## config.mk

```make
export PLATFORM = sky130hd
export DESIGN_NAME = pip_ram
export DESIGN_NICKNAME = d
export VERILOG_FILES = /design/src/point_in_polygon_test_unit_macros.svh /design/src/pip_ram.sv
export SDC_FILE = /design/constraint.sdc
export NUM_CORES = 1
export LEC_CHECK = 0
export ABC_CLOCK_PERIOD_IN_PS = 6200
export BUFFER_PORTS_ARGS = -buffer_cell sky130_fd_sc_hd__buf_4
export CAP_MARGIN = 10
export CORE_MARGIN = 2
export CORE_UTILIZATION = 65
export DETAILED_ROUTE_END_ITERATION = 10
export GPL_ROUTABILITY_DRIVEN = 0
export PLACE_DENSITY = 0.86
export REMOVE_ABC_BUFFERS = 1
export SYNTH_ARGS = -nofsm -noshare
export SYNTH_HDL_FRONTEND = slang
export SYNTH_SLANG_ARGS = --single-unit
export TNS_END_PERCENT = 1
```

## constraint.sdc

```tcl
create_clock -name i_clk -period 6.2 [get_ports i_clk]
set_input_delay 1.55 -clock i_clk [delete_from_list [all_inputs] [get_ports i_clk]]
set_output_delay 1.55 -clock i_clk [all_outputs]
set_load 0.05 [all_outputs]
```

## src/point_in_polygon_test_unit_macros.svh

```systemverilog
// Assertion macros shared by the point-in-polygon test unit.
`ifndef POINT_IN_POLYGON_TEST_UNIT_MACROS_SVH
`define POINT_IN_POLYGON_TEST_UNIT_MACROS_SVH

// Check cons in the same cycle as ante.
`define PIP_ASSERT_NOW(lbl, ante, cons, msg) \
    lbl: assert property (@(posedge i_clk) disable iff (!i_rst_n) (ante) |-> (cons)) \
        else $error(msg);

// Check cons in the cycle after ante.
`define PIP_ASSERT_NEXT(lbl, ante, cons, msg) \
    lbl: assert property (@(posedge i_clk) disable iff (!i_rst_n) (ante) |=> (cons)) \
        else $error(msg);

`endif

```

## src/pip_ram.sv

```systemverilog
// Generic single-port-write, single-port-read RAM with registered read data.
module pip_ram #(
    parameter int WIDTH = 8,
    parameter int DEPTH = 16
) (
    input  logic                     i_clk,
    input  logic                     i_wr_en,
    input  logic [$clog2(DEPTH)-1:0] i_wr_addr,
    input  logic [WIDTH-1:0]         i_wr_data,
    input  logic                     i_rd_en,
    input  logic [$clog2(DEPTH)-1:0] i_rd_addr,
    output logic [WIDTH-1:0]         o_rd_data
);

    logic [WIDTH-1:0] r_mem [DEPTH];
    logic [WIDTH-1:0] r_rd_data;

    always_ff @(posedge i_clk) begin
        if (i_wr_en) begin
            r_mem[i_wr_addr] <= i_wr_data;
        end
        if (i_rd_en) begin
            r_rd_data <= r_mem[i_rd_addr];
        end
    end

    assign o_rd_data = r_rd_data;

endmodule

```

==> impl_results.md, run 1 <==
- Top_reg_cell synth: edfxtp_1
- Die W: 93.68 µm
- Clk slew on worst S/H paths: 0.06 ns
- Nets: 286
- Fin. max-slew vios: 0
- Reg2reg path depth: 3
- DRC Markers: 0
- Crit Path Class: in2reg
- Post-Syn Area per Cell: 22.83 µm²
- Post-synth top cells: 136 x edfxtp_1, 18 x mux4_2, 16 x a22oi_1
- CP Data Required Time: 6.32 ns
- Min cycle time layout: 2.963 ns
- Hold Crit Class: reg2reg
- Async SR Flop Fraction: 0%
- Seq cells post-synth: 136
- Largest net degree at the start of global routing: 33
- CTS Buf Count: 17
- Startpoint types: primary input
- Hold Slack: 0.7736 ns
- GRT overflow: 0
- Hold depth: 3
- Post-Route WL: 10,260 µm
- H-tree depth: 4
- First-pass GRT wire length: 15,060 µm
- Synth top area share: 78.12%
- Multi-input gate area: 0.001057 mm²
- Crit. End Element: register
- Cells after Synth: 229
- Crit Path Max Fanout: 8
- Via count: 2,529
- Post-DR wirelength/cell: 26.85 µm
- Die Ht: 93.68 µm
- Fmax: 337.5 MHz
- PortBufs: 26
- Antenna viol nets, final: 0
- Initial Utilization: 67.30%
- Vias/cell: 6.620
- Warnings from Yosys: 0
- Core Area: 0.007767 mm²
- Cell taking the most area after synthesis: edfxtp_1
- Cell area after synthesis: 0.005228 mm²
- EDFF count, synth: 136
- CTS sink count: 136
- Maximum VDD drop: 252.7 µV
- Max Cap Viol: 0
- Number of hold buffers added after CTS: 0
- PostCTS Resize Cnt: 0
- RSZ-0062 raised after global routing: false
- Cell with the most instances after synthesis: edfxtp_1
- Synth-to-layout area growth: 16.25%
- Max clock buf depth: 2
- Outcome: finished clean
- Clock Skew: 0.005067 ns
- Register Area: 0.004084 mm²
- Leakage: 2.022 nW
- Synth area leaders: edfxtp_1 78%, mux4_2 7.8%, mux4_1 7.0%
- Slew HR: 22.60%
- Setup-failing EPs final: 0
- FP Rows: 32
- Initial antenna violation count: 0
- CTS Root Cell: clkbuf_8
- DP Wirelength: 5632 µm
- Worst-margin pin slew: 1.152 ns
- CTS tree: built
- N_diodes: 0
- Post-CTS Setup Repair Bufs: 0
- Worst path arrival time: 3.09 ns
- Seq/Total Area, Yosys: 78.12%
- Die area: 0.008776 mm²
- Pre-antenna DRT Iters: 6
- Worst-skew pair later-pin latency: 0.51 ns
- Final period util: 47.79%
- Final Hold Viols: 0
- PwrDens: 352.4 mW/mm²
- 1st-iter DRT viols: 244
- Setup TNS: 0 ns
- GRT Overall Usage: 25.79%
- Share of layout cells above drive strength 1: 28.21%
- Boundary pin count: 27
- Vias in the first global route: 2,553
- Synth cell types: 18
- Fillers: 411
[power by group]
| part | internal [mW] | total [mW] | switching (mW) |
|---|---|---|---|
| Combinational | 0.0420 | 0.112 | 0.0697 |
| Clock | 0.613 | 0.988 | 0.375 |
| Sequential | 1.04 | 1.04 | 0.00631 |
| Total | 1.69 | 2.14 | 0.451 |
[layer usage]
| metal | track usage, % | up-vias | wire [µm] |
|---|---|---|---|
| met1 | 34.09 | 1299 | 3948 |
| met2 | 40.42 | 146 | 5230 |
| li1 | - | 1062 | - |
| met5 | 0 | - | 0 |
| met3 | 7.303 | 22 | 840 |
| met4 | 12.44 | 0 | 236 |
[flip-flops by register name (all words and copies together) (netlist names)]
name       count
r_mem        128
o_rd_data      8
[through the flow]
step	util (%)	total power [mW]	setup WS (ns)	instances	instance area [µm²]
global placement	70.63	1.164	2.806	350	5487
detailed placement	70.63	1.170	2.667	350	5487
finish	78.24	2.142	3.237	382	6077
CTS	78.24	2.153	3.238	382	6077
floorplan	-	1.116	3.157	219	5141
global route	78.24	2.199	3.138	382	6077
[critical path, cell delays in order]
cell    delay [ns]
buf_4         0.12
or3b_2        0.51
nor3_1        0.90
[cells by family (layout without fill, tap and decap cells)]
family | count (synthesis) | in the layout | share of synthesized area, %
DFF | 136 | 136 | 78.12
buffers and inverters | 10 | 61 | 1.651
muxes | 32 | 32 | 14.79
AOI/OAI and AO/OA | 16 | 16 | 2.298
and+or+nand+nor | 35 | 35 | 3.136
[cell usage in the layout, fill, tap and decap left out, types with 4 or more instances in the layout]
master and instances:
nor2_1 13, buf_4 29, clkbuf_16 16, mux4_1 14
nor3_1 4, mux4_2 18, nand2_1 9, edfxtp_1 136
clkinvlp_4 5, a22oi_1 16
[final timing paths]
kind,start,to,slack [ns]
hold / removal,r_mem[6][7],o_rd_data[7],0.77
setup reg to reg,r_mem[0][1],o_rd_data[1],4.60
setup / recovery,i_wr_addr[2],r_mem[0][6],3.24
hold reg to reg,r_mem[6][7],o_rd_data[7],0.77
[area by class of cell]
class	instances	area share [%]
clock inverters	15	2.903
clock buffers	17	6.815
multi-input cells	83	17.40
well taps	102	2.100
flip-flops and latches	136	67.20
repair buffers	29	3.582
No activity file was read; power rests on OpenSTA's default activity.
==> run 2: changes to the inputs <==
--- a/config.mk
+++ b/config.mk
@@ -5,14 +5,15 @@
 export SDC_FILE = /design/constraint.sdc
 export NUM_CORES = 1
 export LEC_CHECK = 0
-export ABC_CLOCK_PERIOD_IN_PS = 6200
+export ABC_AREA = 1
+export ABC_CLOCK_PERIOD_IN_PS = 2800
 export BUFFER_PORTS_ARGS = -buffer_cell sky130_fd_sc_hd__buf_4
 export CAP_MARGIN = 10
 export CORE_MARGIN = 2
-export CORE_UTILIZATION = 65
+export CORE_UTILIZATION = 61
 export DETAILED_ROUTE_END_ITERATION = 10
 export GPL_ROUTABILITY_DRIVEN = 0
-export PLACE_DENSITY = 0.86
+export PLACE_DENSITY = 0.81
 export REMOVE_ABC_BUFFERS = 1
 export SYNTH_ARGS = -nofsm -noshare
 export SYNTH_HDL_FRONTEND = slang
==> constraint.sdc (replaced) <==
create_clock -name i_clk -period 2.8 [get_ports i_clk]
set_input_delay 0.7 -clock i_clk [delete_from_list [all_inputs] [get_ports i_clk]]
set_output_delay 0.7 -clock i_clk [all_outputs]
set_load 0.05 [all_outputs]
==> run 2 against run 1 <==
Via count grew 58%. Critical path depth is 2 lower. Die area up 18%. Design area rose by 10%. Combinational power rose to 2.8 times the previous value. Sequential power grew 120%. Synthesized area rose by 12%. Clock power grew 110%. Register-to-register slack got worse by 3.0 ns. Wire length up 30%. Non-clock buffer count increased by 9. Worst hold slack got worse by 0.27 ns. Largest power group unchanged.
==> impl_results.md, run 2 <==
- Cell area after synthesis: 0.005847 mm²
- CTS Buf Count: 17
- Vias in the first global route: 3,998
- Crit. End Element: output port
- First-pass GRT wire length: 20,940 µm
- Int Power: 3.646 mW
- Met3 Routed Length: 1365 µm
- Synth area leaders: edfxtp_1 70%, nand2_1 11%, nand3_1 8.3%
- Setup TNS: 0 ns
- CTS tree: built
- Seq cells post-synth: 136
- Die W: 101.9 µm
- Max clock buf depth: 2
- Clock power frac: 44.5%
- Fmax: 538.2 MHz
- Synth top area share: 69.85%
- Slew HR: 40.88%
- Critical-path top delay cell: edfxtp_1
- Placed cell count: 694
- RSZ-0062 raised after global routing: false
- Sequential Power Share: 48.8%
- Number of hold buffers added after CTS: 0
- GRT Overall Usage: 27.97%
- Clock Skew: 0.006842 ns
- 1st-iter DRT viols: 521
- Routed wl met2: 6627 µm
- Die Ht: 101.9 µm
- Maximum VDD drop: 448.7 µV
- CP Data Required Time: 2.10 ns
- Net Sw Frac: 22.92%
- Pre-antenna DRT Iters: 8
- CP top delay family: flip-flops
- H-tree depth: 4
- Vias/cell: 5.507
- Share of layout cells above drive strength 1: 12.06%
- Cell taking the most area after synthesis: edfxtp_1
- Post-DR wirelength/cell: 18.37 µm
- Die area: 0.01038 mm²
- Initial Utilization: 62.98%
- Number of flip-flops in the largest register: 128
- CTS Root Cell: clkbuf_8
- Worst path arrival time: 1.16 ns
- Startpoint types: register
- Fin. max-slew vios: 0
- Logic pwr share: 6.7%
- GRT overflow: 0
- Worst path max stage delay: 0.43 ns
- Via count: 3,998
- Post-CTS Setup Repair Bufs: 0
- Hold Crit Class: in2reg
- Final Hold Viols: 0
- Warnings from Yosys: 0
- Switching pwr: 1.084 mW
- FP Rows: 35
- Post-Syn Area per Cell: 10.61 µm²
- Core Area: 0.009284 mm²
- Clk slew on worst S/H paths: 0.06 ns
- DRC Markers: 0
- Worst-skew pair later-pin latency: 0.52 ns
- Fillers: 611
- PortBufs: 26
- Worst-margin pin slew: 0.8835 ns
- Antenna viol nets, final: 0
- CTS sink count: 136
- Nets: 603
- Async SR Flop Fraction: 0%
- Crit Path Class: reg2out
- Outcome: finished clean
- Reg with most FFs: r_mem
- Final period util: 66.35%
- N_diodes: 0
- Highest metal used: met4
- CP Cell Sequence: buf_4
- M1 WL: 5034 µm
- Leakage: 2.877 nW
- Post-Route WL: 13,340 µm
- PostCTS Resize Cnt: 0
- Synth cell types: 11
- Cells after Synth: 551
- EDFF count, synth: 136
- DP Wirelength: 7797 µm
- Initial antenna violation count: 0
- PwrDens: 706.4 mW/mm²
- Cell with the most instances after synthesis: nand2_1
- Commonest non-fill, non-tap cell in the layout: nand2_1
- Seq/Total Area, Yosys: 69.85%
- Synth-to-layout area growth: 14.53%
- Crit Path Max Fanout: 1
- Top_reg_cell synth: edfxtp_1
- Largest net degree at the start of global routing: 45
- Post-synth top cells: 173 x nand2_1, 136 x edfxtp_1, 100 x inv_1
- WP buf/inv: 1
- Boundary pin count: 27
- Max Cap Viol: 0
- Commonest non-fill, non-tap cells in the layout: 173 x nand2_1, 136 x edfxtp_1, 100 x inv_1
- Setup-failing EPs final: 0
- Min cycle time layout: 1.858 ns
- Cell Count, Final, Fillers Out: 726
==> run 2: metrics by stage <==
step                      setup WS (ns)  cell area [µm²]  total power, mW  hold WS, ns  utilization [%]
after floorplan                  0.9794             5680            2.504       0.6822                -
after global placement           0.6628             6127            2.648       0.7342            66.00
after detailed placement         0.6074             6127            2.657       0.7456            66.00
after CTS                        0.9215             6696            4.732       0.4910            72.13
after global routing             0.8765             6696            4.867       0.4925            72.13
final                            0.9421             6696            4.730       0.5046            72.13
==> run 2: layout make-up <==
type	count	area (µm²)	share of cell area, %
tap	129	161.4	2.410
sequential	136	4084	60.99
inverter	102	382.9	5.717
clock inverter	15	155.1	2.317
timing repair buffer	38	285.3	4.260
clock buffer	17	414.1	6.185
multi-input combinational	289	1214	18.12
==> run 2: path summary, 6_finish.rpt <==
check                    start      endpoint  slack (ns)  cells past startpoint
setup / recovery  o_rd_data[0]  o_rd_data[0]        0.94                      1
hold reg to reg   r_mem[10][7]  o_rd_data[7]        0.76                      6
setup reg to reg   r_mem[7][5]  o_rd_data[5]        1.60                      6
hold / removal    i_wr_data[3]  r_mem[15][3]        0.50                      1
==> run 2: cells by family (layout without fill, tap and decap cells) <==
family / Yosys count / in the layout / share of synthesized area (%)
buffers and inverters: 126 / 172 / 9.394
DFF: 136 / 136 / 69.85
and+or+nand+nor: 289 / 289 / 20.76
==> run 2: routing by layer <==
layer | global-route usage, % | vias to the layer above
met5 | 0 | -
met4 | 12.92 | 0
met3 | 7.182 | 30
met2 | 43.72 | 244
met1 | 37.40 | 1875
li1 | - | 1849
==> run 2: power by group through the flow <==
stage	clock, mW	sequential, mW	combinational [mW]
5_1_grt	2.21	2.31	0.343
3_5_place_dp	0	2.35	0.307
4_1_cts	2.11	2.31	0.313
2_1_floorplan	0	2.38	0.123
3_3_place_gp	0	2.35	0.299
6_report	2.11	2.31	0.316
==> run 3: changes to the inputs <==
--- a/config.mk
+++ b/config.mk
@@ -6,7 +6,7 @@
 export NUM_CORES = 1
 export LEC_CHECK = 0
 export ABC_AREA = 1
-export ABC_CLOCK_PERIOD_IN_PS = 2800
+export ABC_CLOCK_PERIOD_IN_PS = 1810
 export BUFFER_PORTS_ARGS = -buffer_cell sky130_fd_sc_hd__buf_4
 export CAP_MARGIN = 10
 export CORE_MARGIN = 2
==> constraint.sdc (replaced) <==
create_clock -name i_clk -period 1.81 [get_ports i_clk]
set_input_delay 0.4525 -clock i_clk [delete_from_list [all_inputs] [get_ports i_clk]]
set_output_delay 0.4525 -clock i_clk [all_outputs]
set_load 0.05 [all_outputs]
==> run 3 against run 2 <==
Wire length shrank 1.9%. First-iteration DRC count down 31%. Critical path depth stayed put. Design area up 2.7%. Sequential share of layout area fell by 1.6 points. Power grew 59%. Via count up 1.3%. Die area unchanged. Sequential power is 55% higher. Largest cell class unchanged. Count of clock-buffer cells in the layout did not move. Clock power up 64%.
==> impl_results.md, run 3 (synthesis gave the netlist of run 2 again) <==
- Outcome: finished clean
- GRT Overall Usage: 27.24%
- Fmax: 616.7 MHz
- Core Area: 0.009284 mm²
- Net Sw Frac: 21.49%
- N_diodes: 0
- Final Hold Viols: 0
- Max Cap Viol: 0
- Boundary pin count: 27
- Die W: 101.9 µm
- CTS tree: built
- Nets: 617
- CTS sink count: 136
- Setup TNS: 0 ns
- CTS Buf Count: 17
- Post-CTS Setup Repair Bufs: 0
- Worst R2R Start: r_mem[10][6]
- CTS Root Cell: clkbuf_8
- FP Rows: 35
- CP Data Required Time: 1.36 ns
- Crit Path Class: reg2out
- Leakage: 3.001 nW
- Worst path max stage delay: 0.43 ns
- WP buf/inv: 1
- R2R Setup Slk: 0.69 ns
- Synth-to-layout area growth: 17.65%
- Number of hold buffers added after CTS: 0
- Logic pwr share: 6.7%
- GRT overflow: 0
- Clock power frac: 45.9%
- Commonest non-fill, non-tap cell in the layout: nand2_1
- Fin. max-slew vios: 0
- Int Power: 5.923 mW
- Hold Path End: r_mem[3][4]
- Largest net degree at the start of global routing: 41
- PwrDens: 1097 mW/mm²
- Critical-path top delay cell: edfxtp_1
- Setup-failing EPs final: 0
- Startpoint types: register
- Vias in the first global route: 3,906
- Initial Utilization: 62.98%
- Number of flip-flops in the largest register: 128
- Maximum VDD drop: 941.9 µV
- Crit. End Element: output port
- Clock Skew: 0.007062 ns
- Sequential Power Share: 47.4%
- Switching pwr: 1.621 mW
- Antenna viol nets, final: 0
- Total power: 7.544 mW
- DRC Markers: 0
- Worst path arrival time: 1.17 ns
- Commonest non-fill, non-tap cells in the layout: 173 x nand2_1, 136 x edfxtp_1, 100 x inv_1
- Slew HR: 73.95%
- CP Cell Sequence: buf_4
- PortBufs: 26
- Worst-skew pair later-pin latency: 0.52 ns
- Clk slew on worst S/H paths: 0.06 ns
- Die area: 0.01038 mm²
- RSZ-0062 raised after global routing: false
- DP Wirelength: 8025 µm
- FF-to-FF End: o_rd_data[6]
- Worst hold start: i_wr_data[4]
- Max clock buf depth: 2
- Hold depth: 1
- Initial antenna violation count: 0
- Worst-margin pin slew: 0.3908 ns
- Via count: 4,049
- Share of layout cells above drive strength 1: 13.61%
- Die Ht: 101.9 µm
- Crit Path Max Fanout: 1
- Reg with most FFs: r_mem
- Post-DR wirelength/cell: 17.71 µm
- H-tree depth: 4
- PostCTS Resize Cnt: 0
- Hold Crit Class: in2reg
- First-pass GRT wire length: 20,270 µm
- Hold Slack: 0.2418 ns
- Vias/cell: 5.479
- CP top delay family: flip-flops
- Reg2reg path depth: 6
- Pre-antenna DRT Iters: 5
- Min cycle time layout: 1.621 ns
- Final period util: 89.58%
- Post-Route WL: 13,090 µm
- 1st-iter DRT viols: 360
## run 3: changes by cell type in the layout (fill, tap and decap cells not counted), sizes merged
| cell | change |
|---|---|
| bufinv | +2 |
| clkinv | +4 |
| buf | +14 |
| clkinvlp | -6 |
| inv | -1 |
## run 3: final cells by class
cell class              count  area [µm²]
multi-input cells         289        1214
well taps                 129       161.4
clock buffers              17       414.1
inverters                 102       382.9
repair buffers             52       440.4
clock inverters            14       182.7
fillers                   600        2405
flip-flops and latches    136        4084
## run 3: worst max-delay path by stage
stage | to | cells after the start | start
final | o_rd_data[4] | 1 | o_rd_data[4]
after global routing | o_rd_data[0] | 1 | o_rd_data[0]
after CTS | o_rd_data[4] | 1 | o_rd_data[4]
after detailed placement | o_rd_data[6] | 8 | i_rd_addr[0]
after global placement | o_rd_data[2] | 7 | i_rd_addr[0]
after floorplan | o_rd_data[2] | 6 | i_rd_addr[0]
## run 3: through the flow
stage	area [µm²]	utilization [%]	std cells	worst slack (ns)
global route	6879	74.10	739	0.1739
global placement	6282	67.67	708	0.2490
CTS	6879	74.10	739	0.1815
floorplan	5680	-	527	0.2369
finish	6879	74.10	739	0.1885
detailed placement	6282	67.67	708	0.1933
## run 3: layer usage
metal | share of wire (%) | GRT usage (%)
met1 | 38 | 35.50
met2 | 51 | 45.24
met4 | 2.4 | 10.46
met5 | 0 | 0
met3 | 8.2 | 6.088
## run 3: power by group through the flow
stage / clock [mW] / combinational, mW / sequential (mW)
global route: 3.61 / 0.550 / 3.58
CTS: 3.48 / 0.503 / 3.57
finish: 3.47 / 0.503 / 3.57
detailed placement: 0 / 0.494 / 3.64
floorplan: 0 / 0.190 / 3.68
global placement: 0 / 0.481 / 3.64
